[src/hw/rtl/assert_macros.svh]
// Assertion macros shared by the biquad cascade RTL.
// Included by files that carry concurrent checks; needs no package.
`ifndef ASSERT_MACROS_SVH
`define ASSERT_MACROS_SVH

// Same-cycle implication, disabled while reset is low
`define SBQT_ASSERT_IMP(lbl, clk, rst_n, ante, cons, msg) \
    lbl: assert property (@(posedge clk) disable iff (!(rst_n)) (ante) |-> (cons)) \
        else $error(msg);

// Next-cycle implication, disabled while reset is low
`define SBQT_ASSERT_NXT(lbl, clk, rst_n, ante, cons, msg) \
    lbl: assert property (@(posedge clk) disable iff (!(rst_n)) (ante) |=> (cons)) \
        else $error(msg);

`endif

[src/hw/rtl/sbqt_pkg.sv]
// Shared constants, types and saturation helper for the biquad cascade.
// No dependencies; used by the interfaces and every RTL module but sbqt_ram.
`default_nettype none

package sbqt_pkg;

    localparam int MAX_SECTIONS_DEF   = 8;
    localparam int COEF_FRAC_BITS_DEF = 28;

    localparam int SAMPLE_W   = 24;
    localparam int MID_W      = 32;
    localparam int DELAY_W    = 48;
    localparam int COEF_W     = 32;
    localparam int PROD_W     = 64;
    localparam int GUARD_BITS = 16;
    localparam int TRIM_W     = 24;
    localparam int TRIM_FRAC  = 20;
    localparam int NCOEF      = 5;

    localparam int MODE_W     = 2;
    localparam int CSEC_W     = 3;
    localparam int CSLOT_W    = 3;
    localparam int SECT_W     = 4;
    localparam int CFG_IDX_W  = 2;
    localparam int CFG_DATA_W = 24;
    localparam int PH_W       = 3;

    localparam logic [TRIM_W-1:0] TRIM_UNITY = TRIM_W'(1 << TRIM_FRAC);

    localparam logic signed [PROD_W-1:0] Y_ROUND    = 64'sd1 <<< (GUARD_BITS - 1);
    localparam logic signed [PROD_W-1:0] TRIM_ROUND = 64'sd1 <<< (TRIM_FRAC - 1);

    // request modes
    localparam logic [MODE_W-1:0] MODE_FRAME = 2'd0;
    localparam logic [MODE_W-1:0] MODE_COEF  = 2'd1;
    localparam logic [MODE_W-1:0] MODE_CLEAR = 2'd2;

    // configuration register indexes
    localparam logic [CFG_IDX_W-1:0] REG_ENABLE   = 2'd0;
    localparam logic [CFG_IDX_W-1:0] REG_SECTIONS = 2'd1;
    localparam logic [CFG_IDX_W-1:0] REG_TRIM     = 2'd2;

    localparam logic [CSLOT_W-1:0] SLOT_LIMIT = CSLOT_W'(NCOEF);

    // section phases; phases up to PH_A2 also read coefficient slot = phase
    localparam logic [PH_W-1:0] PH_B0  = 3'd0;
    localparam logic [PH_W-1:0] PH_B1  = 3'd1;
    localparam logic [PH_W-1:0] PH_ACC = 3'd2;
    localparam logic [PH_W-1:0] PH_Y   = 3'd3;
    localparam logic [PH_W-1:0] PH_A2  = 3'd4;
    localparam logic [PH_W-1:0] PH_D1  = 3'd5;
    localparam logic [PH_W-1:0] PH_D2  = 3'd6;

    typedef enum logic [4:0] {
        ST_IDLE     = 5'b00001,
        ST_SEC      = 5'b00010,
        ST_TRIM_MUL = 5'b00100,
        ST_TRIM_RES = 5'b01000,
        ST_DONE     = 5'b10000
    } t_state;

    typedef struct packed {
        logic load_frame;
        logic load_right;
        logic pass;
        logic clear;
        logic sel_y;
        logic sel_trim;
        logic acc_b0;
        logic y_load;
        logic d2n_load;
        logic d1_write;
        logic d2_write;
        logic trim_out;
        logic chan;
    } t_dp_ctrl;

    function automatic logic signed [PROD_W-1:0] sat_w(
        input logic signed [PROD_W-1:0] v,
        input int bits
    );
        logic signed [PROD_W-1:0] hi;
        logic signed [PROD_W-1:0] lo;
        hi = (64'sd1 <<< (bits - 1)) - 64'sd1;
        lo = ~hi;
        if (v > hi) begin
            return hi;
        end else if (v < lo) begin
            return lo;
        end
        return v;
    endfunction

endpackage

`default_nettype wire

[src/hw/rtl/sbqt_ctrl.sv]
// Sequencer: walks channels, sections and the seven phases of each section,
// issues coefficient reads and datapath strobes. Depends on sbqt_pkg.
`default_nettype none

module sbqt_ctrl #(
    parameter int MAX_SECTIONS = sbqt_pkg::MAX_SECTIONS_DEF
) (
    input  wire logic                             i_clk,
    input  wire logic                             i_rst_n,
    input  wire logic                             i_in_acc,
    input  wire logic [sbqt_pkg::MODE_W-1:0]      i_mode,
    input  wire logic                             i_enable,
    input  wire logic [sbqt_pkg::SECT_W-1:0]      i_sections,
    input  wire logic                             i_out_free,
    output logic                                  o_in_ready,
    output logic                                  o_out_load,
    output sbqt_pkg::t_dp_ctrl                    o_dp,
    output logic [((MAX_SECTIONS > 1) ? $clog2(MAX_SECTIONS) : 1)-1:0] o_sec,
    output logic [$clog2(MAX_SECTIONS * sbqt_pkg::NCOEF)-1:0]          o_raddr
);
    import sbqt_pkg::*;

    localparam int SEC_W = (MAX_SECTIONS > 1) ? $clog2(MAX_SECTIONS) : 1;
    localparam int CNT_W = $clog2(MAX_SECTIONS + 1);
    localparam int AW    = $clog2(MAX_SECTIONS * NCOEF);

    t_state           r_state, n_state;
    logic [PH_W-1:0]  r_phase, n_phase;
    logic [CNT_W-1:0] r_sec, n_sec;
    logic [CNT_W-1:0] r_nsec, n_nsec;
    logic             r_chan, n_chan;
    logic [CNT_W-1:0] sec_inc;
    logic [CNT_W-1:0] nsec_clamp;
    logic [PH_W-1:0]  slot;

    always_comb begin
        sec_inc    = r_sec + CNT_W'(1);
        nsec_clamp = (int'(i_sections) > MAX_SECTIONS) ? CNT_W'(MAX_SECTIONS)
                                                       : CNT_W'(i_sections);
        slot       = (r_phase > PH_A2) ? PH_A2 : r_phase;
        o_raddr    = AW'(AW'(r_sec) * AW'(NCOEF) + AW'(slot));
        o_sec      = r_sec[SEC_W-1:0];
        o_in_ready = (r_state == ST_IDLE);
    end

    always_comb begin
        n_state    = r_state;
        n_phase    = r_phase;
        n_sec      = r_sec;
        n_nsec     = r_nsec;
        n_chan     = r_chan;
        o_dp       = '0;
        o_dp.chan  = r_chan;
        o_out_load = 1'b0;

        unique case (r_state)
            ST_IDLE: begin
                if (i_in_acc) begin
                    unique case (i_mode)
                        MODE_FRAME: begin
                            if (i_enable) begin
                                o_dp.load_frame = 1'b1;
                                n_chan  = 1'b0;
                                n_sec   = '0;
                                n_phase = PH_B0;
                                n_nsec  = nsec_clamp;
                                n_state = (nsec_clamp == '0) ? ST_TRIM_MUL : ST_SEC;
                            end else begin
                                o_dp.pass = 1'b1;
                                n_state   = ST_DONE;
                            end
                        end
                        MODE_CLEAR: o_dp.clear = 1'b1;
                        default: ;
                    endcase
                end
            end
            ST_SEC: begin
                n_phase = r_phase + PH_W'(1);
                unique case (r_phase)
                    PH_B0, PH_B1: ;
                    PH_ACC: o_dp.acc_b0 = 1'b1;
                    PH_Y:   o_dp.y_load = 1'b1;
                    PH_A2: begin
                        o_dp.d2n_load = 1'b1;
                        o_dp.sel_y    = 1'b1;
                    end
                    PH_D1: begin
                        o_dp.d1_write = 1'b1;
                        o_dp.sel_y    = 1'b1;
                    end
                    PH_D2: begin
                        o_dp.d2_write = 1'b1;
                        n_sec   = sec_inc;
                        n_phase = PH_B0;
                        if (sec_inc == r_nsec) begin
                            n_state = ST_TRIM_MUL;
                        end
                    end
                    default: n_phase = PH_B0;
                endcase
            end
            ST_TRIM_MUL: begin
                o_dp.sel_trim = 1'b1;
                n_state       = ST_TRIM_RES;
            end
            ST_TRIM_RES: begin
                o_dp.trim_out = 1'b1;
                if (!r_chan) begin
                    // advance to the right channel
                    o_dp.load_right = 1'b1;
                    n_chan  = 1'b1;
                    n_sec   = '0;
                    n_phase = PH_B0;
                    n_state = (r_nsec == '0) ? ST_TRIM_MUL : ST_SEC;
                end else begin
                    n_state = ST_DONE;
                end
            end
            ST_DONE: begin
                // hold until the output register can take the result
                if (i_out_free) begin
                    o_out_load = 1'b1;
                    n_state    = ST_IDLE;
                end
            end
            default: n_state = ST_IDLE;
        endcase
    end

    always_ff @(posedge i_clk) begin
        if (!i_rst_n) begin
            r_state <= ST_IDLE;
            r_phase <= PH_B0;
            r_sec   <= '0;
            r_nsec  <= '0;
            r_chan  <= 1'b0;
        end else begin
            r_state <= n_state;
            r_phase <= n_phase;
            r_sec   <= n_sec;
            r_nsec  <= n_nsec;
            r_chan  <= n_chan;
        end
    end

endmodule

`default_nettype wire

[config.mk]
export PLATFORM = sky130hd
export DESIGN_NAME = sbqt_ctrl
export DESIGN_NICKNAME = d
export VERILOG_FILES = /design/src/hw/rtl/assert_macros.svh /design/src/hw/rtl/sbqt_pkg.sv /design/src/hw/rtl/sbqt_ctrl.sv
export SDC_FILE = /design/constraint.sdc
export NUM_CORES = 1
export LEC_CHECK = 0
export CAP_MARGIN = 25
export CORE_MARGIN = 1.5
export CORE_UTILIZATION = 42
export CTS_CLUSTER_DIAMETER = 200
export DETAILED_ROUTE_END_ITERATION = 12
export DONT_BUFFER_PORTS = 1
export HOLD_SLACK_MARGIN = 0.06
export PLACE_DENSITY = 0.64
export SLEW_MARGIN = 30
export SYNTH_ARGS = -nofsm -noshare
export SYNTH_HDL_FRONTEND = slang
export SYNTH_SLANG_ARGS = --single-unit
[constraint.sdc]
create_clock -name i_clk -period 3.87 [get_ports i_clk]
set_input_delay 0.1935 -clock i_clk [delete_from_list [all_inputs] [get_ports i_clk]]
set_output_delay 0.1935 -clock i_clk [all_outputs]
set_load 0.01 [all_outputs]
Word level (Yosys, flattened, before mapping)
Cells that the tools add are included.

cells by class
  $add $sub $neg = 3
  multiply operators = 1
  $lt $le $gt $ge = 2
  equality and inequality tests = 20
  muxes and demuxes = 51
  reduce and logical (&&, ||, !) cells = 13

operator list
  cell                   count
  $mux W5                8
  $pmux W5 S5            1
  $mux W3                8
  $mux W4                6
  $mux W1                23
  $pmux W4 S3            1
  $ne A2 B2 Y1 const B   5
  $reduce_and A5 Y1      2
  $eq A3 B3 Y1 const B   3
  $pmux W3 S3            1
  $logic_not A4 Y1       2
  $reduce_and A4 Y1      2
  $add A6 B3 Y6          1
  $eq A3 B2 Y1 const B   2
  $mul A4 B3 Y6 const B  1
  $reduce_and A6 Y1      1
  $reduce_or A6 Y1       1
  $eq A5 B1 Y1 const B   1
  $eq A5 B2 Y1 const B   1
  $eq A5 B3 Y1 const B   1
  $eq A5 B4 Y1 const B   1
  $eq A5 B5 Y1 const B   1
  $add A4 B1 Y4 const B  1
  $eq A4 B4 Y1           1
  other kinds (13)       15

storage, ports and cells
  register bits after elaboration = 17
  output and inout port bits = 24

Depth between registers and ports, before layout
  word-level depth = 8
  mapped depth = 12
  depth with buffers taken out = 12

Worst setup path before layout
OpenSTA, ideal clock, no wires.

  path type = reg-to-output
  start = reg r_phase[0]
  end = out o_raddr[5] (netlist bit)
  data arrival time = 2242 ps
  data required time = 3677 ps
  path slack = 1435 ps
  stages on the path, launching flop included = 13
  cell sequence = dfxtp_1 > inv_1 > ha_1 > nand2b_1 > and2_1 > ha_1 > ha_1 > inv_1 > fa_1 > inv_1 > a21o_1 > a21oi_1 > xnor2_1

between the ends
  cells in the longest elaborated chain, start to end = 3

RTL lines
  element                 line              text
  start, declared         sbqt_ctrl.sv:28   logic [PH_W-1:0] r_phase, n_phase;
  start signal, assigned  sbqt_ctrl.sv:140  r_phase <= n_phase;
  $gt A3 B3 Y1            sbqt_ctrl.sv:40   slot = (r_phase > PH_A2) ? PH_A2 : r_phase;
  $mux W3 (*)             sbqt_ctrl.sv:40
  $add A6 B3 Y6 (*)       sbqt_ctrl.sv:41   o_raddr = AW'(AW'(r_sec) * AW'(NCOEF) + AW'(slot));
  end, declared           sbqt_ctrl.sv:19   output logic [$clog2(MAX_SECTIONS * sbqt_pkg::NCOEF)-1:0] o_raddr

Every way passes the cells marked *; elsewhere a longest branch is shown, timed or not.

Worst setup path in the final report
Same ends and word-level chain as after synthesis.

==> reports/qor.yml <==
maxSlewHeadroom: 0.675
timing.critical_path.fanout_max: 6
dp_worst_setup_slack_ns: 1.27
synth_ff_type: "sky130_fd_sc_hd__dfxtp_1"
timing.final.ws_setup_ns: 0.952
n_fill_cell: 335
vdd_ir_drop_max_mv: 0.182
register_area_um2: 340
ys_top_cells_by_area: "sky130_fd_sc_hd__dfxtp_1, sky130_fd_sc_hd__ha_1, sky130_fd_sc_hd__xnor2_1, sky130_fd_sc_hd__inv_1, sky130_fd_sc_hd__a21oi_1"
drt_drc_violations_left: 0
antenna_found_initial: 0
drtAntennaViolNets: 0
track_usage: 0.170
finalWirelength_mm: 3.12
clock_tree_root: "sky130_fd_sc_hd__clkbuf_4"
rrSetupSlack_ns: 1.89
tightestPinTransition_ns: 0.484
cp-startpoint: "r_phase[0]"
tritoncts: "built"
num_rows: 21
chipWidth_um: 62.0
synthDominantCellAreaShare: 0.232
synth.top_cells.by_count: "sky130_fd_sc_hd__dfxtp_1, sky130_fd_sc_hd__ha_1, sky130_fd_sc_hd__inv_1"
cap_violations: 0
synth.distinct_cells: 49
routabilityCongestion: 0.834
pwr_dens_nw_per_um2: 379
async_reset_ff_frac: 0
cts_inserted_buffers: 3
hp-class: "primary input to register"
synth_cells: 168
met3_usage: 0.0538
fmax_ghz: 0.343
synth_seq_cells: 17
worst_hold_slack_ns: 0.0927
power.leakage_nw: 0.666
slew_viol_final: 0
synth_enable_flop_cells: 0
groute.layer.met2.usage: 0.296
placeableCoreArea_um2: 3340
clk_latency_ns: 0.29
detailroute.via_count: 1202
worst_r2r_startpoint: "r_state[1]"
clock_path_buffers: 2
fin_crit_sh: 0.754
path_clk_slew_ns: 0.09
insertedDiodeCount: 0
syn_to_final_growth_pct: 1.28
finClkSkew_ns: 0.00566
avgRoutedWirePerCell_um: 14.9
global_route.usage.met1: 0.203
place.port_buffers: 0
drive_above_1_share: 0.110
worstSetupEndpointType: "output port"
postLayoutCoreUtil: 0.444
detailedRoute.firstPassIterationCount: 4
htreeDepth: 1
crit_arrival_ns: 2.72
setup.worst_path.start_class: "register"
post_cts_resize_count: 0
rsz0062_at_grt: "no"
post_synth_instance_area_um2: 1460
multi_input_area_um2: 986
pin_count_of_the_biggest_net_entering_global_routing: 12
busiest_layer: "met2"
clock-sinks: 17
die_area_um2: 3850
ios: 35
synth_warnings: 0
vias_per_cell: 5.75
worstPathRequired_ns: 3.68
grt.overflow.total: 0
endpoint: "o_raddr[5]"
min_period_ns: 2.92
grt_first_pass_wirelength_mm: 4.87
final_nets: 193
drt-initial-drc-count: 44
place_hpwl_mm: 2.43
setup_tns_final_ns: 0
final_setup_violation_count: 0
worst-r2r-cell-count: 4
synth.avg_cell_area_um2: 8.71
cts_post_setup_buffers_inserted: 0
hold_violations: 0
run_status: "finished, final reports clean"
total_power_w: 0.000563
mappedNetlistNets: 197
vias_in_the_first_global_route: 1128
die_height_um: 62.0
start_util: 0.439
synth_top_cell_by_area: "sky130_fd_sc_hd__dfxtp_1"
ys_seq_area_frac: 0.232
crit-reg2reg-capture: "r_sec[2]"
criticalPathCategory: "register to output port"
==> worst min-delay path by stage <==
stage | from | to | slack, ns | depth (start not counted)
after floorplan | i_rst_n | r_state[0] | 0.27 | 1
after global placement | i_rst_n | r_state[0] | 0.28 | 1
after detailed placement | i_rst_n | r_state[0] | 0.28 | 1
after CTS | i_sections[3] | r_nsec[1] | 0.08 | 2
after global routing | i_sections[3] | r_nsec[1] | 0.08 | 2
final | i_sections[3] | r_nsec[1] | 0.09 | 2
==> cell usage in the layout, fill, tap and decap left out, types with 5 or more instances in the layout <==
cell	Yosys	routed
sky130_fd_sc_hd__or3b_2	5	5
sky130_fd_sc_hd__xnor2_1	8	8
sky130_fd_sc_hd__nand3_1	10	10
sky130_fd_sc_hd__nor2_1	8	8
sky130_fd_sc_hd__nand2_1	10	10
sky130_fd_sc_hd__a21oi_1	10	10
sky130_fd_sc_hd__ha_1	17	17
sky130_fd_sc_hd__inv_1	14	14
sky130_fd_sc_hd__dfxtp_1	17	17
==> cell type report <==
class | count | area share
clock buffers | 4 | 0.0177
inverters | 14 | 0.0354
multi-input cells | 126 | 0.665
flip-flops and latches | 17 | 0.230
well taps | 46 | 0.0388
repair buffers | 2 | 0.0135
==> kinds of logic (layout without fill, tap and decap cells) <==
group | Yosys count | count (layout) | synth area share
AO/OA/AOI/OAI | 34 | 34 | 0.168
XOR/XNOR | 12 | 12 | 0.0718
adder cells (fa/ha/maj) | 18 | 18 | 0.159
buffers and inverters | 25 | 20 | 0.0940
flip-flops | 17 | 17 | 0.232
multiplexers | 1 | 1 | 0.00684
AND/OR/NAND/NOR | 61 | 61 | 0.268
==> sequential cells by signal (all words and copies together) (netlist names) <==
signal,cells
r_nsec,4
r_phase,3
r_state,5
r_sec,4
r_chan,1
==> power breakdown <==
group	switching [W]	total, W	internal, W	leakage (nW)
Clock	0.0000550	0.0000951	0.0000400	0.0150
Combinational	0.000135	0.000243	0.000108	0.513
Sequential	0.0000337	0.000224	0.000191	0.137
==> stage by stage <==
| stage | instances | area (um2) |
|---|---|---|
| floorplan | 168 | 1460 |
| global placement | 203 | 1440 |
| detailed placement | 203 | 1440 |
| CTS | 209 | 1480 |
| global route | 209 | 1480 |
| finish | 209 | 1480 |
==> routing by layer <==
metal / wire [um] / part of all wire
met5: 0 / 0
met4: 27 / 0.0086
met3: 143 / 0.046
met2: 1590 / 0.51
met1: 1360 / 0.44
==> worst max-delay path, cell delays in order (launching register included) <==
cell	delay [ns]
sky130_fd_sc_hd__dfxtp_1	0.42
sky130_fd_sc_hd__inv_1	0.09
sky130_fd_sc_hd__ha_1	0.23
sky130_fd_sc_hd__nand2b_1	0.15
sky130_fd_sc_hd__and2_1	0.16
sky130_fd_sc_hd__ha_1	0.27
sky130_fd_sc_hd__ha_1	0.16
sky130_fd_sc_hd__inv_1	0.06
sky130_fd_sc_hd__fa_1	0.40
sky130_fd_sc_hd__inv_1	0.07
sky130_fd_sc_hd__a21o_1	0.10
sky130_fd_sc_hd__a21oi_1	0.07
sky130_fd_sc_hd__xnor2_1	0.25
==> timing repair <==
item / CTS / global route
hold buffers: 2 / 0
setup endpoints to repair: 0 / 0
hold endpoints to repair: 4 / 0
No activity file was read; power rests on OpenSTA's default activity.
